$ cat config.mk
export PLATFORM = sky130hd
export DESIGN_NAME = image_header_size_sniffer
export DESIGN_NICKNAME = d
export VERILOG_FILES = /design/src/sv/ihss_pkg.sv /design/src/sv/ihss_front.sv /design/src/sv/ihss_fifo.sv /design/src/sv/ihss_back.sv /design/src/sv/image_header_size_sniffer.sv
export VERILOG_INCLUDE_DIRS = /design/src /design/src/sv
export SDC_FILE = /design/constraint.sdc
export NUM_CORES = 1
export LEC_CHECK = 0
export ABC_AREA = 1
export BUFFER_PORTS_ARGS = -buffer_cell sky130_fd_sc_hd__buf_4
export CAP_MARGIN = 20
export CORE_MARGIN = 3
export CORE_UTILIZATION = 60
export CTS_BUF_LIST = sky130_fd_sc_hd__clkbuf_8
export DETAILED_ROUTE_END_ITERATION = 16
export HOLD_SLACK_MARGIN = 0.06
export PLACE_DENSITY = 0.77
export SETUP_SLACK_MARGIN = 0.05
export SYNTH_ARGS = -nofsm -noshare
export SYNTH_HDL_FRONTEND = slang
export SYNTH_HIERARCHICAL = 1
export SYNTH_SLANG_ARGS = --single-unit
$ cat constraint.sdc
create_clock -name clk -period 25 [get_ports clk]
set_input_delay 0 -clock clk [delete_from_list [all_inputs] [get_ports clk]]
set_output_delay 0 -clock clk [all_outputs]
set_load 0.005 [all_outputs]
$ cat src/sv/image_header_size_sniffer_macros.svh
`ifndef IMAGE_HEADER_SIZE_SNIFFER_MACROS_SVH
`define IMAGE_HEADER_SIZE_SNIFFER_MACROS_SVH
`ifndef SYNTHESIS
`define IHSS_ASSERT_SAME(lbl, ck, rstn, ante, cons) \
  lbl: assert property (@(posedge ck) disable iff (!(rstn)) (ante) |-> (cons)) \
    else $error("assertion failed");
`define IHSS_ASSERT_LATER(lbl, ck, rstn, ante, cons) \
  lbl: assert property (@(posedge ck) disable iff (!(rstn)) (ante) |=> ##1 (cons)) \
    else $error("assertion failed");
`else
`define IHSS_ASSERT_SAME(lbl, ck, rstn, ante, cons)
`define IHSS_ASSERT_LATER(lbl, ck, rstn, ante, cons)
`endif
`endif

$ cat src/sv/ihss_pkg.sv
`default_nettype none
package ihss_pkg;

  localparam int HDR_LEN = 26;

  localparam logic [2:0] KIND_UNKNOWN = 3'd0;
  localparam logic [2:0] KIND_BMP     = 3'd1;
  localparam logic [2:0] KIND_PNG     = 3'd2;
  localparam logic [2:0] KIND_JPEG    = 3'd3;
  localparam logic [2:0] KIND_GIF     = 3'd4;

  typedef enum logic [2:0] {
    PH_SEEK,
    PH_INFF,
    PH_LEN,
    PH_SKIP,
    PH_SOF,
    PH_DONE
  } jph_t;

  typedef struct packed {
    logic [7:0] data_byte;
    logic       last;
  } in_t;

  typedef struct packed {
    logic [2:0]  kind;
    logic [31:0] width;
    logic [31:0] height;
  } out_t;

  // one finished file: header snapshot, capped byte count, JPEG walk result
  typedef struct packed {
    logic [HDR_LEN-1:0][7:0] hdr;
    logic [4:0]              nbytes;
    logic                    jfound;
    logic [15:0]             jwidth;
    logic [15:0]             jheight;
  } fsum_t;

  typedef struct packed {
    logic empty;
    logic full;
  } fifo_stat_t;

endpackage
`default_nettype wire

$ cat src/sv/ihss_front.sv
`default_nettype none
module ihss_front
  import ihss_pkg::*;
#(
  parameter int COUNT_BITS = 32
) (
  input  wire logic       clk,
  input  wire logic       rst_n,
  input  wire logic       in_valid,
  input  wire in_t        in_data,
  output logic            in_stall,
  input  wire fifo_stat_t q_stat,
  output logic            push,
  output fsum_t           push_data
);

  logic [7:0]            hdr_r [HDR_LEN];
  logic [COUNT_BITS-1:0] cnt_r, cnt_nxt;
  jph_t                  ph_r, ph_nxt;
  logic [15:0]           rem_r, rem_nxt;
  logic [2:0]            off_r, off_nxt;
  logic [15:0]           jh_r, jh_nxt;
  logic [15:0]           jw_r, jw_nxt;
  logic                  jf_r, jf_nxt;
  logic                  accept;
  logic                  hdr_we;
  logic [7:0]            b;

  assign in_stall = q_stat.full;
  assign accept   = in_valid && !in_stall;
  assign push     = accept && in_data.last;
  assign b        = in_data.data_byte;
  assign hdr_we   = cnt_r < COUNT_BITS'(HDR_LEN);

  // JPEG marker walk on the current byte
  always_comb begin
    logic [15:0] len;
    len     = {rem_r[15:8], b};
    ph_nxt  = ph_r;
    rem_nxt = rem_r;
    off_nxt = off_r;
    jh_nxt  = jh_r;
    jw_nxt  = jw_r;
    jf_nxt  = jf_r;
    if (cnt_r >= COUNT_BITS'(2)) begin
      case (ph_r)
        PH_SEEK: begin
          if (cnt_r == COUNT_BITS'(2) && b == 8'hDA) begin
            ph_nxt = PH_DONE;
          end else if (b == 8'hFF) begin
            ph_nxt = PH_INFF;
          end
        end
        PH_INFF: begin
          if (b == 8'hFF) begin
            ph_nxt = PH_INFF;
          end else if (b inside {[8'hC0:8'hC3]}) begin
            ph_nxt  = PH_SOF;
            off_nxt = 3'd1;
          end else if (b == 8'hDA) begin
            ph_nxt = PH_DONE;
          end else begin
            ph_nxt  = PH_LEN;
            off_nxt = 3'd1;
          end
        end
        PH_LEN: begin
          if (off_r == 3'd1) begin
            rem_nxt = {b, 8'h00};
            off_nxt = 3'd2;
          end else if (len < 16'd2) begin
            ph_nxt = PH_DONE;
          end else if (len == 16'd2) begin
            rem_nxt = '0;
            ph_nxt  = PH_SEEK;
          end else begin
            rem_nxt = len - 16'd2;
            ph_nxt  = PH_SKIP;
          end
        end
        PH_SKIP: begin
          rem_nxt = rem_r - 16'd1;
          if (rem_nxt == 16'd0) begin
            ph_nxt = PH_SEEK;
          end
        end
        PH_SOF: begin
          case (off_r)
            3'd4:    jh_nxt = {b, 8'h00};
            3'd5:    jh_nxt = {jh_r[15:8], b};
            3'd6:    jw_nxt = {b, 8'h00};
            3'd7: begin
              jw_nxt = {jw_r[15:8], b};
              jf_nxt = 1'b1;
              ph_nxt = PH_DONE;
            end
            default: ;
          endcase
          off_nxt = off_r + 3'd1;
        end
        default: ph_nxt = PH_DONE;
      endcase
    end
  end

  assign cnt_nxt = (cnt_r == {COUNT_BITS{1'b1}}) ? cnt_r : cnt_r + COUNT_BITS'(1);

  always_comb begin
    for (int i = 0; i < HDR_LEN; i++) begin
      push_data.hdr[i] = (hdr_we && cnt_r[4:0] == 5'(i)) ? b : hdr_r[i];
    end
    push_data.nbytes  = (cnt_r >= COUNT_BITS'(31)) ? 5'd31 : 5'(cnt_nxt);
    push_data.jfound  = jf_nxt;
    push_data.jwidth  = jw_nxt;
    push_data.jheight = jh_nxt;
  end

  always_ff @(posedge clk) begin
    if (accept && hdr_we) begin
      hdr_r[cnt_r[4:0]] <= b;
    end
  end

  always_ff @(posedge clk) begin
    if (!rst_n) begin
      cnt_r <= '0;
      ph_r  <= PH_SEEK;
      rem_r <= '0;
      off_r <= '0;
      jh_r  <= '0;
      jw_r  <= '0;
      jf_r  <= 1'b0;
    end else if (accept) begin
      if (in_data.last) begin
        cnt_r <= '0;
        ph_r  <= PH_SEEK;
        rem_r <= '0;
        off_r <= '0;
        jh_r  <= '0;
        jw_r  <= '0;
        jf_r  <= 1'b0;
      end else begin
        cnt_r <= cnt_nxt;
        ph_r  <= ph_nxt;
        rem_r <= rem_nxt;
        off_r <= off_nxt;
        jh_r  <= jh_nxt;
        jw_r  <= jw_nxt;
        jf_r  <= jf_nxt;
      end
    end
  end

endmodule
`default_nettype wire

$ cat src/sv/ihss_fifo.sv
`default_nettype none
module ihss_fifo
  import ihss_pkg::*;
(
  input  wire logic  clk,
  input  wire logic  rst_n,
  input  wire logic  push,
  input  wire fsum_t push_data,
  input  wire logic  pop,
  output fsum_t      head,
  output fifo_stat_t stat
);

  fsum_t      mem_r [2];
  logic       wp_r, rp_r;
  logic [1:0] cnt_r;

  assign stat.empty = cnt_r == 2'd0;
  assign stat.full  = cnt_r == 2'd2;
  assign head       = mem_r[rp_r];

  always_ff @(posedge clk) begin
    if (push) begin
      mem_r[wp_r] <= push_data;
    end
  end

  always_ff @(posedge clk) begin
    if (!rst_n) begin
      wp_r  <= 1'b0;
      rp_r  <= 1'b0;
      cnt_r <= 2'd0;
    end else begin
      if (push) begin
        wp_r <= !wp_r;
      end
      if (pop) begin
        rp_r <= !rp_r;
      end
      case ({push, pop})
        2'b10:   cnt_r <= cnt_r + 2'd1;
        2'b01:   cnt_r <= cnt_r - 2'd1;
        default: cnt_r <= cnt_r;
      endcase
    end
  end

endmodule
`default_nettype wire

$ cat src/sv/ihss_back.sv
`default_nettype none
module ihss_back
  import ihss_pkg::*;
(
  input  wire logic       clk,
  input  wire logic       rst_n,
  input  wire fsum_t      head,
  input  wire fifo_stat_t q_stat,
  output logic            pop,
  output logic            out_valid,
  input  wire logic       out_stall,
  output out_t            out_data
);

  logic  out_valid_r;
  out_t  out_r, res;

  assign pop       = !q_stat.empty && (!out_valid_r || !out_stall);
  assign out_valid = out_valid_r;
  assign out_data  = out_r;

  always_comb begin
    logic [HDR_LEN-1:0][7:0] h;
    logic                    png, ihdr, gif;
    h    = head.hdr;
    png  = h[1] == 8'h50 && h[2] == 8'h4E && h[3] == 8'h47;
    ihdr = h[12] == 8'h49 && h[13] == 8'h48 && h[14] == 8'h44 && h[15] == 8'h52;
    gif  = h[0] == 8'h47 && h[1] == 8'h49 && h[2] == 8'h46 && h[3] == 8'h38 &&
           (h[4] == 8'h37 || h[4] == 8'h39) && h[5] == 8'h61;
    res  = '0;
    if (head.nbytes >= 5'd26 && h[0] == 8'h42 && h[1] == 8'h4D) begin
      res.kind   = KIND_BMP;
      res.width  = {h[21], h[20], h[19], h[18]};
      res.height = {h[25], h[24], h[23], h[22]};
    end else if (head.nbytes >= 5'd24 && ihdr && png) begin
      res.kind   = KIND_PNG;
      res.width  = {h[16], h[17], h[18], h[19]};
      res.height = {h[20], h[21], h[22], h[23]};
    end else if (head.nbytes >= 5'd16 && png) begin
      res.kind   = KIND_PNG;
      res.width  = {h[8], h[9], h[10], h[11]};
      res.height = {h[12], h[13], h[14], h[15]};
    end else if (head.nbytes >= 5'd3 && h[0] == 8'hFF && h[1] == 8'hD8) begin
      res.kind = KIND_JPEG;
      if (head.jfound) begin
        res.width  = {16'h0000, head.jwidth};
        res.height = {16'h0000, head.jheight};
      end
    end else if (head.nbytes >= 5'd10 && gif) begin
      res.kind   = KIND_GIF;
      res.width  = {16'h0000, h[7], h[6]};
      res.height = {16'h0000, h[9], h[8]};
    end
  end

  always_ff @(posedge clk) begin
    if (pop) begin
      out_r <= res;
    end
  end

  always_ff @(posedge clk) begin
    if (!rst_n) begin
      out_valid_r <= 1'b0;
    end else if (pop) begin
      out_valid_r <= 1'b1;
    end else if (!out_stall) begin
      out_valid_r <= 1'b0;
    end
  end

endmodule
`default_nettype wire

$ cat src/sv/image_header_size_sniffer.sv
// A file's result is registered in the summary queue, then in the output register.
// Throughput: one byte per cycle; input stalls only while two finished files
// wait in the 2-entry summary queue behind a stalled output register.
// Reset (rst_n low, synchronous): byte count, JPEG walk, queue pointers and
// output valid clear; stored header bytes are not cleared.
`default_nettype none
`include "image_header_size_sniffer_macros.svh"
module image_header_size_sniffer
  import ihss_pkg::*;
#(
  parameter int COUNT_BITS = 32
) (
  input  wire logic clk,
  input  wire logic rst_n,
  input  wire logic in_valid,
  output logic      in_stall,
  input  wire in_t  in_data,
  output logic      out_valid,
  input  wire logic out_stall,
  output out_t      out_data
);

  fifo_stat_t q_stat;
  fsum_t      push_data, head;
  logic       push, pop;

  ihss_front #(
    .COUNT_BITS(COUNT_BITS)
  ) u_front (
    .clk      (clk),
    .rst_n    (rst_n),
    .in_valid (in_valid),
    .in_data  (in_data),
    .in_stall (in_stall),
    .q_stat   (q_stat),
    .push     (push),
    .push_data(push_data)
  );

  ihss_fifo u_fifo (
    .clk      (clk),
    .rst_n    (rst_n),
    .push     (push),
    .push_data(push_data),
    .pop      (pop),
    .head     (head),
    .stat     (q_stat)
  );

  ihss_back u_back (
    .clk      (clk),
    .rst_n    (rst_n),
    .head     (head),
    .q_stat   (q_stat),
    .pop      (pop),
    .out_valid(out_valid),
    .out_stall(out_stall),
    .out_data (out_data)
  );

  `IHSS_ASSERT_LATER(a_last_reaches_out, clk, rst_n,
                     push && q_stat.empty && !out_valid, out_valid)
  `IHSS_ASSERT_SAME(a_kind_range, clk, rst_n, out_valid, out_data.kind <= KIND_GIF)
  `IHSS_ASSERT_SAME(a_unknown_zero, clk, rst_n,
                    out_valid && out_data.kind == KIND_UNKNOWN,
                    out_data.width == 32'd0 && out_data.height == 32'd0)

endmodule
`default_nettype wire
## Word level (Yosys, flattened, before mapping)

Memory sizes are Yosys's and may differ from the RTL's. A register that Yosys moved wholly into a read port is not among the register bits.
Cells that the tools add are included.

| word-level totals | value |
|---|---|
| bits in registers | 159 |
| RAM bits | 700 |
| memories | 2 |

Memories:

| name | words | width | read ports | clocked after memory_dff | wr ports | RTL line | RTL |
|---|---|---|---|---|---|---|---|
| u_fifo.mem_r | 2 | 246 | 1 | 1 | 1 | ihss_fifo.sv:14 | `fsum_t mem_r [2];` |
| u_front.hdr_r | 26 | 8 | 26 | 0 | 1 | ihss_front.sv:17 | `logic [7:0] hdr_r [HDR_LEN];` |

| operators by class | value |
|---|---|
| add/sub/neg operators | 6 |
| magnitude comparators | 11 |
| equality and inequality tests | 70 |
| multiplexer cells | 82 |
| reduce and logical (&&, ||, !) cells | 71 |

Operator list:

| kind | number |
|---|---|
| $mux W8 | 26 |
| $mux W66 | 3 |
| $mux W16 | 11 |
| $eq A8 B7 Y1 const B | 13 |
| $pmux W16 S2 | 3 |
| $mux W67 | 1 |
| $mux W32 | 2 |
| $mux W64 | 1 |
| $mux W3 | 17 |
| $eq A5 B5 Y1 const B | 10 |
| $logic_and A1 B1 Y1 | 50 |
| $mux W48 | 1 |
| $eq A5 B4 Y1 const B | 8 |
| $add A32 B1 Y32 const B | 1 |
| $eq A32 B2 Y1 const B | 1 |
| $eq A32 B32 Y1 const B | 1 |
| $eq A8 B8 Y1 const B | 4 |
| $ge A32 B2 Y1 const B | 1 |
| $ge A32 B5 Y1 const B | 1 |
| $lt A32 B5 Y1 const B | 1 |
| $eq A8 B6 Y1 const B | 3 |
| $eq A5 B3 Y1 const B | 4 |
| $eq A16 B2 Y1 const B | 1 |
| $logic_not A16 Y1 | 1 |
| other kinds (42) | 75 |

## Longest topological paths before layout

Gate-level depths: netlist of run 1.

| logic depth | value |
|---|---|
| word-level depth | 12 |
| depth in mapped cells | 17 |
| mapped depth without buffers | 17 |

## Modules after synthesis

The synthesis of run 1 kept the hierarchy.

By module, submodules not included:

| module | times used | cells an instance | area each (um2) | sequential area each (um2) |
|---|---|---|---|---|
| ihss_fifo | 1 | 800 | 18124.9 | 14874.3 |
| ihss_front | 1 | 1834 | 15527.4 | 7987.7 |
| ihss_back | 1 | 841 | 5640.4 | 2031.9 |

## Worst setup path before layout of run 1

No wires, ideal clock.

| timing | value |
|---|---|
| kind | register to register |
| start point | reg u_fifo.cnt_r[0] |
| end point | mem u_fifo/mem_r[0][0] (netlist bit), enable pin |
| setup time | 0.856 ns |
| arrival time | 11.236 ns |
| data required time | 24.144 ns |
| path slack | 12.908 ns |
| cell stages (with the launch flop) | 7 |
| path buffers | 0 |
| cell sequence | dfxtp_1 > nor2_1 > nor2_4 > inv_1 > nor2_1 > inv_1 > nor2_1 |

RTL lines:

| what | RTL line | RTL |
|---|---|---|
| from (decl) | ihss_fifo.sv:16 | `logic [1:0] cnt_r;` |
| from (signal assigned) | ihss_fifo.sv:41 | `2'b10: cnt_r <= cnt_r + 2'd1;` |
| from (signal assigned) | ihss_fifo.sv:42 | `2'b01: cnt_r <= cnt_r - 2'd1;` |
| from (signal assigned) | ihss_fifo.sv:43 | `default: cnt_r <= cnt_r;` |
| to (decl) | ihss_fifo.sv:14 |  |

==> results of run 1 <==
stage by stage:
stage | instances | instance area (um^2)
final | 4552 | 43000
after global routing | 4552 | 43000
after CTS | 4551 | 43000
after detailed placement | 4285 | 40300
after global placement | 4283 | 40300
after floorplan | 3475 | 39300
report_power, final:
group / leakage, nW / switching, mW / internal (mW)
registers: 7.81 / 0.0530 / 1.69
logic: 6.73 / 0.399 / 0.278
clock network: 1.46 / 0.543 / 0.537
flip-flops by register name (all words and copies together), names as in the netlist, 2 cells and up, named ones only:
| signal | count |
|---|---|
| u_fifo/mem_r | 492 |
| u_front/ph_r | 3 |
| u_front/cnt_r | 32 |
| u_front/jw_r | 16 |
| u_front/hdr_r | 208 |
| u_front/rem_r | 16 |
| u_back/out_data | 67 |
| u_fifo/cnt_r | 2 |
| u_front/off_r | 3 |
| u_front/jh_r | 16 |
kinds of logic after synthesis:
group / Yosys count / synth area share [%]
compound gates: 424 / 5.57
fa+ha+maj: 15 / 0.478
xor+xnor: 25 / 0.557
simple gates: 1511 / 18.1
mux: 246 / 7.05
flops: 860 / 63.4
buf+inv: 394 / 4.88
synth_stat cells (7+ instances only):
cell                         n  area share, %
sky130_fd_sc_hd__nor2_2     10           0.16
sky130_fd_sc_hd__xor2_1     20           0.45
sky130_fd_sc_hd__buf_6      17           0.49
sky130_fd_sc_hd__nor3_1     36           0.46
sky130_fd_sc_hd__nand3b_1   69            1.3
sky130_fd_sc_hd__inv_1     212            2.0
sky130_fd_sc_hd__nand3_1   150            1.9
sky130_fd_sc_hd__nand4_1   118            1.9
sky130_fd_sc_hd__nand3_4    20           0.89
sky130_fd_sc_hd__clkbuf_8   20           0.70
sky130_fd_sc_hd__nor3_2      9           0.23
sky130_fd_sc_hd__clkbuf_1   89           0.85
sky130_fd_sc_hd__mux2_2    246            7.1
sky130_fd_sc_hd__nand2_2    31           0.49
sky130_fd_sc_hd__a21oi_1   115            1.5
sky130_fd_sc_hd__buf_4       9           0.17
sky130_fd_sc_hd__and2_1      8           0.13
sky130_fd_sc_hd__inv_2      10          0.096
sky130_fd_sc_hd__edfxtp_1  767             59
sky130_fd_sc_hd__ha_1       15           0.48
sky130_fd_sc_hd__dfxtp_1    93            4.7
sky130_fd_sc_hd__o21ai_0   247            3.1
sky130_fd_sc_hd__nor2_1    241            2.3
sky130_fd_sc_hd__nand2_4     7           0.20
sky130_fd_sc_hd__o211ai_1   10           0.19
sky130_fd_sc_hd__nand2_1   788            7.5
sky130_fd_sc_hd__buf_2      29           0.37
sky130_fd_sc_hd__o21ai_1    34           0.43
final cells by class:
type                    instances  share of cell area, %
clock buffers                 145                   4.65
clock inverters               104                   1.03
inverters                     225                   2.00
flip-flops and latches        860                   58.0
diodes                          1                0.00583
well taps                     855                   2.49
multi-input cells            2221                   29.2
repair buffers                141                   2.69
worst max path at each step:
stage                                            start  depth (start not counted)                             to  slack, ns
final                                         register                         13  u_back/out_data[32]$_DFFE_PP_      19.97
after CTS                                     register                         13  u_back/out_data[32]$_DFFE_PP_      20.21
after detailed placement                      register                         13  u_back/out_data[32]$_DFFE_PP_      20.24
after floorplan           u_fifo/cnt_r[0]$_SDFFE_PN0P_                          6   u_fifo/mem_r[0][0]$_DFFE_PP_      12.91
after global placement                        register                         13  u_back/out_data[60]$_DFFE_PP_      20.32
after global routing                          register                         13  u_back/out_data[32]$_DFFE_PP_      19.80
what timing repair did:
item,in CTS,in global routing
hold endpoints to repair,305,0
hold buffers,17,0
gates resized for setup,0,0
layer usage:
metal | up-vias | global-route usage, % | share of wire (%)
met5 | - | 0 | 0
met4 | 0 | 12.8 | 4.1
met3 | 278 | 6.44 | 12
met2 | 1744 | 47.6 | 46
met1 | 13258 | 42.4 | 38
li1 | 12480 | - | -
worst register-to-register path, stage by stage, from the launching register on:
cell	delay [ns]
sky130_fd_sc_hd__dfxtp_4	0.68
sky130_fd_sc_hd__buf_4	0.84
sky130_fd_sc_hd__mux2_2	0.52
sky130_fd_sc_hd__inv_1	0.05
sky130_fd_sc_hd__nand2_1	0.05
sky130_fd_sc_hd__nor3_1	0.46
sky130_fd_sc_hd__nand3_1	0.26
sky130_fd_sc_hd__nor2_4	0.12
sky130_fd_sc_hd__buf_4	0.60
sky130_fd_sc_hd__nand2_2	0.52
sky130_fd_sc_hd__buf_4	0.43
sky130_fd_sc_hd__nand4_1	0.21
sky130_fd_sc_hd__nand2_1	0.09
sky130_fd_sc_hd__nand2_1	0.07
==> results.md, run 1 <==
| Stage | Metric | Value |
|---|---|---|
| worst setup path | Category of the critical setup timing path | register to register |
| yosys | Post-synthesis net count | 3503 |
| worst setup path | FF-to-FF setup slack | 19.97 ns |
| route | DR pass1 iterations | 8 |
| worst setup path | Startpoint class of the critical path | register |
| timing | RSZ-0062 raised after global routing | false |
| cells and area | Most common cell after layout, fill and taps aside | sky130_fd_sc_hd__nand2_1 |
| global routing | Total gr overflow | 0 |
| yosys | Sequential cell area fraction in the yosys report | 63.4% |
| floorplan | Number of primary I/O pins | 82 |
| cells and area | Number of fill cells in the layout | 4757 |
| floorplan | Die outline height | 262 um |
| worst setup path | Kind of cell with the highest combined delay on the critical path | buffers and inverters |
| floorplan | Die Outline Area | 68600 um^2 |
| timing | Transition time of the tightest slew-check pin | 1.18 ns |
| cells and area | Multi-input gate area | 12500 um^2 |
| timing | Min Tclk post-route | 5.03 ns |
| cells and area | Fraction of final layout cells with drive strength greater than 1 | 17.6% |
| worst setup path | Data arrival, critical path | 5.67 ns |
| timing | Pins Over Slew Limit | 0 |
| route | Avg WL per Cell | 23.1 um |
| cells and area | FF+latch area | 24900 um^2 |
| route | Number of violations reported at the end of detailed-routing iteration 0 | 4099 |
| worst setup path | Biggest fanout along the worst timing path | 73 |
| worst setup path | Setup crit end kind | register |
| yosys | Flip-flop and latch count after synthesis | 860 |
| worst setup path | Destination of the worst register-to-register timing path | u_back/out_data[32]$_DFFE_PP_ |
| yosys | Synth Flop Type | sky130_fd_sc_hd__edfxtp_1 |
| clocking | Number of setup buffers added after CTS | 0 |
| global routing | GRT Util Overall | 30.6% |
| pwr | IR drop worst, VDD | 0.0000834 V |
| yosys | Count of mapped cells out of synthesis | 3475 |
| yosys | Netlist area before placement | 39300 um^2 |
| cells and area | Final core utilization | 66.5% |
| yosys | FFs w/ async S/R, synth | 0% |
| global routing | Number of global-route vias before repair | 26160 |
| hold path | WHS Path Cells | 4 |
| timing | Count of final hold-check violations | 0 |
| timing | Portion of the clock cycle consumed by the worst path in the final layout | 20.1% |
| worst setup path | Slowest stage delay, CP | 0.84 ns |
| timing | Slew Limit Headroom | 21.5% |
| route | Vias per cell | 6.10 |
| placed design | Number of buffers inserted by port buffering | 81 |
| global routing | Initial antenna violation count | 4 |
| yosys | Mean instance size in the synthesized netlist | 11.3 um^2 |
| yosys | Number of enable flip-flop cells after synthesis | 767 |
| cells and area | NumNets Final | 3614 |
| clocking | Clock latency on the worst-skew pair | 0.79 ns |
| global routing | Maximum number of pins on one net before global-route repair | 172 |
| timing | Largest clock skew in the final design | 0.0330 ns |
| yosys | Ys Warns | 6 |
| pwr | Overall power after layout | 3.50 mW |
| floorplan | Row cnt | 93 |
| placed design | Pre-CTS WS | 20.24 ns |
| hold path | Hold Path Sink | u_front/ph_r[0]$_SDFFE_PN0P_ |
| cells and area | Commonest non-fill, non-tap cells in the layout | sky130_fd_sc_hd__nand2_1, sky130_fd_sc_hd__edfxtp_1, sky130_fd_sc_hd__inv_1 |
| worst setup path | Critical path required time | 25.64 ns |
| timing | Worst hold slack | 0.157 ns |
| route | Via count | 27760 |
| route | # DRC | 0 |
| clocking | Deepest level of the CTS H-tree | 4 |
| route | Total detailed-routing wirelength | 105 mm |
| floorplan | Die Wd | 262 um |
| clocking | Clock tree from TritonCTS | yes |
| placed design | Dpl hpwl | 63.0 mm |
| clocking | Number of buffers inserted during clock tree synthesis | 137 |
| yosys | Number of library cell types mapped by synthesis | 55 |
| hold path | Hold Startpoint | rst_n |
| timing | Timing-limited maximum frequency | 199 MHz |
| cells and area | P&R area growth vs syn | 9.32% |
| worst setup path | Crit-path cells | buf_4 -> mux2_2 -> inv_1 -> nand2_1 -> nor3_1 -> nand3_1 -> nor2_4 -> buf_4 -> nand2_2 -> buf_4 -> nand4_1 -> nand2_1 -> nand2_1 |
| hold path | Path type of the worst min-delay path | primary input to register |
| placed design | Routability-driven placement congestion ratio | 0.900 |
| worst setup path | Worst-path cell with the longest stage delay | sky130_fd_sc_hd__buf_4 |
| floorplan | Starting utilization of the core area | 60.8% |
| timing | Total setup violations reported at the end of the flow | 0 |
| timing | Setup TNS | 0 ns |
| route | Number of nets still failing antenna checks after routing | 0 |
| worst setup path | Worst-case reg-to-reg path depth | 13 |
| pwr | Areal power density over the cells | 81.4 nW/um^2 |
| clocking | CTS max path bufs | 3 |
| clocking | Num Clock Sinks | 860 |
| clocking | Clock slew at the register clock pins of the worst setup and hold paths | 0.06 ns |
| clocking | Clk root buf | sky130_fd_sc_hd__clkbuf_8 |
| timing | Setup slack after layout | 19.97 ns |
| worst setup path | Count of buffer and inverter cells on the critical path | 4 |
| run | Max-cap violations | 0 |
| floorplan | Core box area | 64600 um^2 |
| pwr | Leakage power summed over all cells | 16.0 nW |
| global routing | Global-route wire length before repair | 156 mm |
| outcome | Status | finished, final reports clean |
Power figures use the tool's default switching activity.
==> inputs of run 2 (changes only) <==
--- a/config.mk
+++ b/config.mk
@@ -6,7 +6,7 @@
 export SDC_FILE = /design/constraint.sdc
 export NUM_CORES = 1
 export LEC_CHECK = 0
-export ABC_AREA = 1
+export ABC_AREA = 0
 export BUFFER_PORTS_ARGS = -buffer_cell sky130_fd_sc_hd__buf_4
 export CAP_MARGIN = 20
 export CORE_MARGIN = 3
==> constraint.sdc (replaced) <==
create_clock -name clk -period 4.89 [get_ports clk]
set_input_delay 0 -clock clk [delete_from_list [all_inputs] [get_ports clk]]
set_output_delay 0 -clock clk [all_outputs]
set_load 0.005 [all_outputs]
==> run 2 against run 1 <==
  * Setup slack got worse by 19 ns
  * Combinational power grew to 3.5 times the previous value
  * First-iteration DRC count is 44% lower
==> results.md, run 2 <==
| Stage | Metric | Value | Change |
|---|---|---|---|
| outcome | Status | finished, final reports clean | unchanged |
| hold path | Path type of the worst min-delay path | primary input to register | unchanged |
| pwr | Portion of total power attributed to combinational logic | 14.0% | was 19.4% |
| worst setup path | Biggest fanout along the worst timing path | 53 | was 73 |
| floorplan | Starting utilization of the core area | 61.1% | was 60.8% |
| floorplan | Die Wd | 255 um | was 262 um |
| yosys | Leading post-synthesis cells by cell area | sky130_fd_sc_hd__edfxtp_1, sky130_fd_sc_hd__mux2_2, sky130_fd_sc_hd__dfxtp_1, sky130_fd_sc_hd__nand2_1, sky130_fd_sc_hd__nor2_1 | was sky130_fd_sc_hd__edfxtp_1, sky130_fd_sc_hd__nand2_1, sky130_fd_sc_hd__mux2_2, sky130_fd_sc_hd__dfxtp_1, sky130_fd_sc_hd__o21ai_0 |
| global routing | Total gr overflow | 0 | unchanged |
| hold path | Hold Path Sink | u_front/hdr_r[0][4]$_DFFE_PP_ | was u_front/ph_r[0]$_SDFFE_PN0P_ |
| timing | Transition time of the tightest slew-check pin | 1.12 ns | was 1.18 ns |
| global routing | Maximum number of pins on one net before global-route repair | 96 | was 172 |
| pwr | Internal power summed over all cells | 12.4 mW | was 2.50 mW |
| worst setup path | Setup crit end kind | register | unchanged |
| route | # DRC | 0 | unchanged |
| cells and area | Max FFs per register | 492 | unchanged |
| worst setup path | Critical path required time | 5.45 ns | was 25.64 ns |
| timing | Count of final hold-check violations | 0 | unchanged |
| cells and area | Commonest non-fill, non-tap cells in the layout | sky130_fd_sc_hd__edfxtp_1, sky130_fd_sc_hd__mux2_2, sky130_fd_sc_hd__clkbuf_8 | was sky130_fd_sc_hd__nand2_1, sky130_fd_sc_hd__edfxtp_1, sky130_fd_sc_hd__inv_1 |
| cells and area | Final core utilization | 67.6% | was 66.5% |
| pwr | Clk pwr share | 33.3% | was 30.9% |
| cells and area | Largest Register | u_fifo/mem_r | unchanged |
| floorplan | Number of primary I/O pins | 82 | unchanged |
| clocking | Clk root buf | sky130_fd_sc_hd__clkbuf_8 | unchanged |
| route | Vias per cell | 6.50 | was 6.10 |
| global routing | GRT Util Overall | 27.8% | was 30.6% |
| clocking | Clock slew at the register clock pins of the worst setup and hold paths | 0.06 ns | about the same |
| worst setup path | Category of the critical setup timing path | register to register | unchanged |
| placed design | Dpl hpwl | 54.6 mm | was 63.0 mm |
| clocking | Deepest level of the CTS H-tree | 4 | unchanged |
| pwr | Sw Share | 25.9% | was 28.4% |
| run | Max-cap violations | 0 | unchanged |
| yosys | Ys Warns | 6 | unchanged |
| cells and area | Non-filler cells, final | 3437 | was 4552 |
| yosys | Netlist area before placement | 37100 um^2 | was 39300 um^2 |
| yosys | Count of mapped cells out of synthesis | 2419 | was 3475 |
| yosys | Flip-flop and latch count after synthesis | 860 | unchanged |
| pwr | Leakage power summed over all cells | 13.7 nW | was 16.0 nW |
| clocking | Num Clock Sinks | 860 | unchanged |
| route | Number of violations reported at the end of detailed-routing iteration 0 | 2305 | was 4099 |
| route | Avg WL per Cell | 26.1 um | was 23.1 um |
| timing | Portion of the clock cycle consumed by the worst path in the final layout | 81.8% | was 20.1% |
| cells and area | NumNets Final | 2584 | was 3614 |
| pwr | Overall power after layout | 16.8 mW | was 3.50 mW |
| floorplan | Row cnt | 90 | was 93 |
| yosys | Post-synthesis net count | 2447 | was 3503 |
| cells and area | Fraction of final layout cells with drive strength greater than 1 | 31.2% | was 17.6% |
| global routing | Number of global-route vias before repair | 22332 | was 26160 |
| worst setup path | Worst-case reg-to-reg path depth | 8 | was 13 |
| worst setup path | Destination of the worst register-to-register timing path | u_back/out_data[0]$_DFFE_PP_ | was u_back/out_data[32]$_DFFE_PP_ |
| pwr | Areal power density over the cells | 410 nW/um^2 | was 81.4 nW/um^2 |
| placed design | Number of buffers inserted by port buffering | 81 | unchanged |
| yosys | Synth Flop Type | sky130_fd_sc_hd__edfxtp_1 | unchanged |
| yosys | Top-count cell post-synth | sky130_fd_sc_hd__edfxtp_1 | was sky130_fd_sc_hd__nand2_1 |
| worst setup path | Startpoint class of the critical path | register | unchanged |
| timing | Slew Limit Headroom | 25.6% | was 21.5% |
| timing | Min Tclk post-route | 4.00 ns | was 5.03 ns |
| cells and area | Most common cell after layout, fill and taps aside | sky130_fd_sc_hd__edfxtp_1 | was sky130_fd_sc_hd__nand2_1 |
| global routing | Initial antenna violation count | 1 | was 4 |
| yosys | Mean instance size in the synthesized netlist | 15.3 um^2 | was 11.3 um^2 |
| cells and area | FF+latch area | 24900 um^2 | about the same |
| route | Total detailed-routing wirelength | 89.7 mm | was 105 mm |
| timing | Worst hold slack | 0.127 ns | was 0.157 ns |
| yosys | FFs w/ async S/R, synth | 0% | unchanged |
| hold path | WHS Path Cells | 2 | was 4 |
| timing | Timing-limited maximum frequency | 250 MHz | was 199 MHz |
| timing | Pins Over Slew Limit | 0 | unchanged |
| clocking | Clock latency on the worst-skew pair | 0.80 ns | was 0.79 ns |
| yosys | Synth top cells by count | sky130_fd_sc_hd__edfxtp_1, sky130_fd_sc_hd__mux2_2, sky130_fd_sc_hd__nand2_1 | was sky130_fd_sc_hd__nand2_1, sky130_fd_sc_hd__edfxtp_1, sky130_fd_sc_hd__o21ai_0 |
| pwr | IR drop worst, VDD | 0.000282 V | was 0.0000834 V |
| pwr | Total net switching power | 4.36 mW | was 995 uW |
| worst setup path | Data arrival, critical path | 4.56 ns | was 5.67 ns |
| cells and area | Multi-input gate area | 11300 um^2 | was 12500 um^2 |
| yosys | Number of enable flip-flop cells after synthesis | 767 | unchanged |
| timing | RSZ-0062 raised after global routing | false | unchanged |
| clocking | Number of buffers inserted during clock tree synthesis | 137 | unchanged |
| worst setup path | FF-to-FF setup slack | 0.89 ns | was 19.97 ns |
| yosys | Cell taking the most area after synthesis | sky130_fd_sc_hd__edfxtp_1 | unchanged |
| clocking | Number of setup buffers added after CTS | 0 | unchanged |
| floorplan | Die outline height | 255 um | was 262 um |
| yosys | Sequential cell area fraction in the yosys report | 67.2% | was 63.4% |
| yosys | Post-synth top area share | 62.1% | was 58.6% |
| pwr | Sequential power share | 52.8% | was 49.8% |
| timing | Total setup violations reported at the end of the flow | 0 | unchanged |
| yosys | Number of library cell types mapped by synthesis | 87 | was 55 |
| hold path | Hold Startpoint | in_data[5] | was rst_n |
| timing | Setup TNS | 0 ns | unchanged |
| floorplan | Die Outline Area | 64800 um^2 | was 68600 um^2 |
| route | DR pass1 iterations | 9 | was 8 |
| clocking | CTS max path bufs | 3 | unchanged |
| timing | Largest clock skew in the final design | 0.0523 ns | was 0.0330 ns |
| placed design | Routability-driven placement congestion ratio | 0.903 | was 0.900 |
| route | Via count | 22353 | was 27760 |
| placed design | Post-placement cell count | 3184 | was 4285 |
| route | Number of nets still failing antenna checks after routing | 0 | unchanged |
| cells and area | Number of fill cells in the layout | 4057 | was 4757 |
| clocking | Clock tree from TritonCTS | yes | unchanged |
| floorplan | Core box area | 60700 um^2 | was 64600 um^2 |
| global routing | Global-route wire length before repair | 135 mm | was 156 mm |
| cells and area | P&R area growth vs syn | 10.6% | was 9.32% |
[run 2: changes by cell type after synthesis, sizes merged, moves of 80 or more]
cell / before / now
nand2: 826 / 143
mux2: 246 / 454
inv: 224 / 28
o21ai: 282 / 86
nand3: 171 / 29
nor2: 257 / 124
nand4: 119 / 17
a21oi: 116 / 36
[run 2: worst max-delay path by stage]
stage | start | to | slack, ns | depth (start not counted)
CTS | register | u_back/out_data[0]$_DFFE_PP_ | 0.98 | 8
detailed placement | register | u_back/out_data[0]$_DFFE_PP_ | 0.98 | 8
floorplan | u_fifo/cnt_r[0]$_SDFFE_PN0P_ | u_fifo/mem_r[0][0]$_DFFE_PP_ | -0.28 | 7
global route | register | u_back/out_data[4]$_DFFE_PP_ | 0.74 | 8
global placement | register | u_back/out_data[0]$_DFFE_PP_ | 1.03 | 8
finish | register | u_back/out_data[0]$_DFFE_PP_ | 0.89 | 8
[run 2: final cells by class]
cell class / count / share of cell area (%)
Sequential cell: 860 / 60.7
Multi-Input combinational cell: 1380 / 27.6
Clock buffer: 147 / 4.93
Timing Repair Buffer: 147 / 2.94
Tap cell: 782 / 2.39
Clock inverter: 89 / 1.09
Inverter: 30 / 0.275
Antenna cell: 2 / 0.0122
[run 2: routing by layer]
layer	routed length, um	GRT usage (%)	vias up	part of all wire [%]
li1	-	-	9793	-
met1	37000	38.8	11292	41
met2	42600	44.3	1087	47
met3	7680	5.25	181	8.6
met4	2470	10.1	0	2.8
met5	0	0	-	0
[run 2: repair_timing]
action / 4_1_cts / 5_1_grt
endpoints found under the hold margin: 312 / 0
endpoints found under the setup margin: 0 / 0
gates resized for setup: 0 / 0
hold buffers: 15 / 0
[run 2: cells by family after synthesis]
family / after synthesis / share of synthesized area, %
AND/OR/NAND/NOR: 510 / 7.30
flip-flops: 860 / 67.2
XOR/XNOR: 26 / 0.614
multiplexers: 472 / 14.3
buffers and inverters: 179 / 2.40
AO/OA/AOI/OAI: 357 / 7.72
adder cells (fa/ha/maj): 15 / 0.506
[run 2: stage by stage]
stage | instance area (um^2) | worst slack, ns
after CTS | 41000 | 0.983
after detailed placement | 38400 | 0.977
final | 41000 | 0.890
after floorplan | 37100 | -0.283
after global placement | 38400 | 1.03
after global routing | 41000 | 0.743
[run 2: critical path, cell delays in order, from the launching register on]
cell	delay (ns)
sky130_fd_sc_hd__dfxtp_4	0.88
sky130_fd_sc_hd__buf_4	0.35
sky130_fd_sc_hd__mux2_2	0.37
sky130_fd_sc_hd__nor4bb_1	0.45
sky130_fd_sc_hd__nand4_1	0.29
sky130_fd_sc_hd__nor4_4	0.28
sky130_fd_sc_hd__buf_4	0.47
sky130_fd_sc_hd__a222oi_1	0.18
sky130_fd_sc_hd__a221oi_1	0.42
[run 2: power groups by stage]
| stage | Clock (mW) | Sequential (mW) | Combinational (mW) |
|---|---|---|---|
| floorplan | 0 | 8.91 | 1.39 |
| global placement | 0 | 9.00 | 2.30 |
| detailed placement | 0 | 9.02 | 2.32 |
| CTS | 5.69 | 8.87 | 2.35 |
| global route | 6.01 | 8.91 | 2.48 |
| finish | 5.59 | 8.87 | 2.35 |
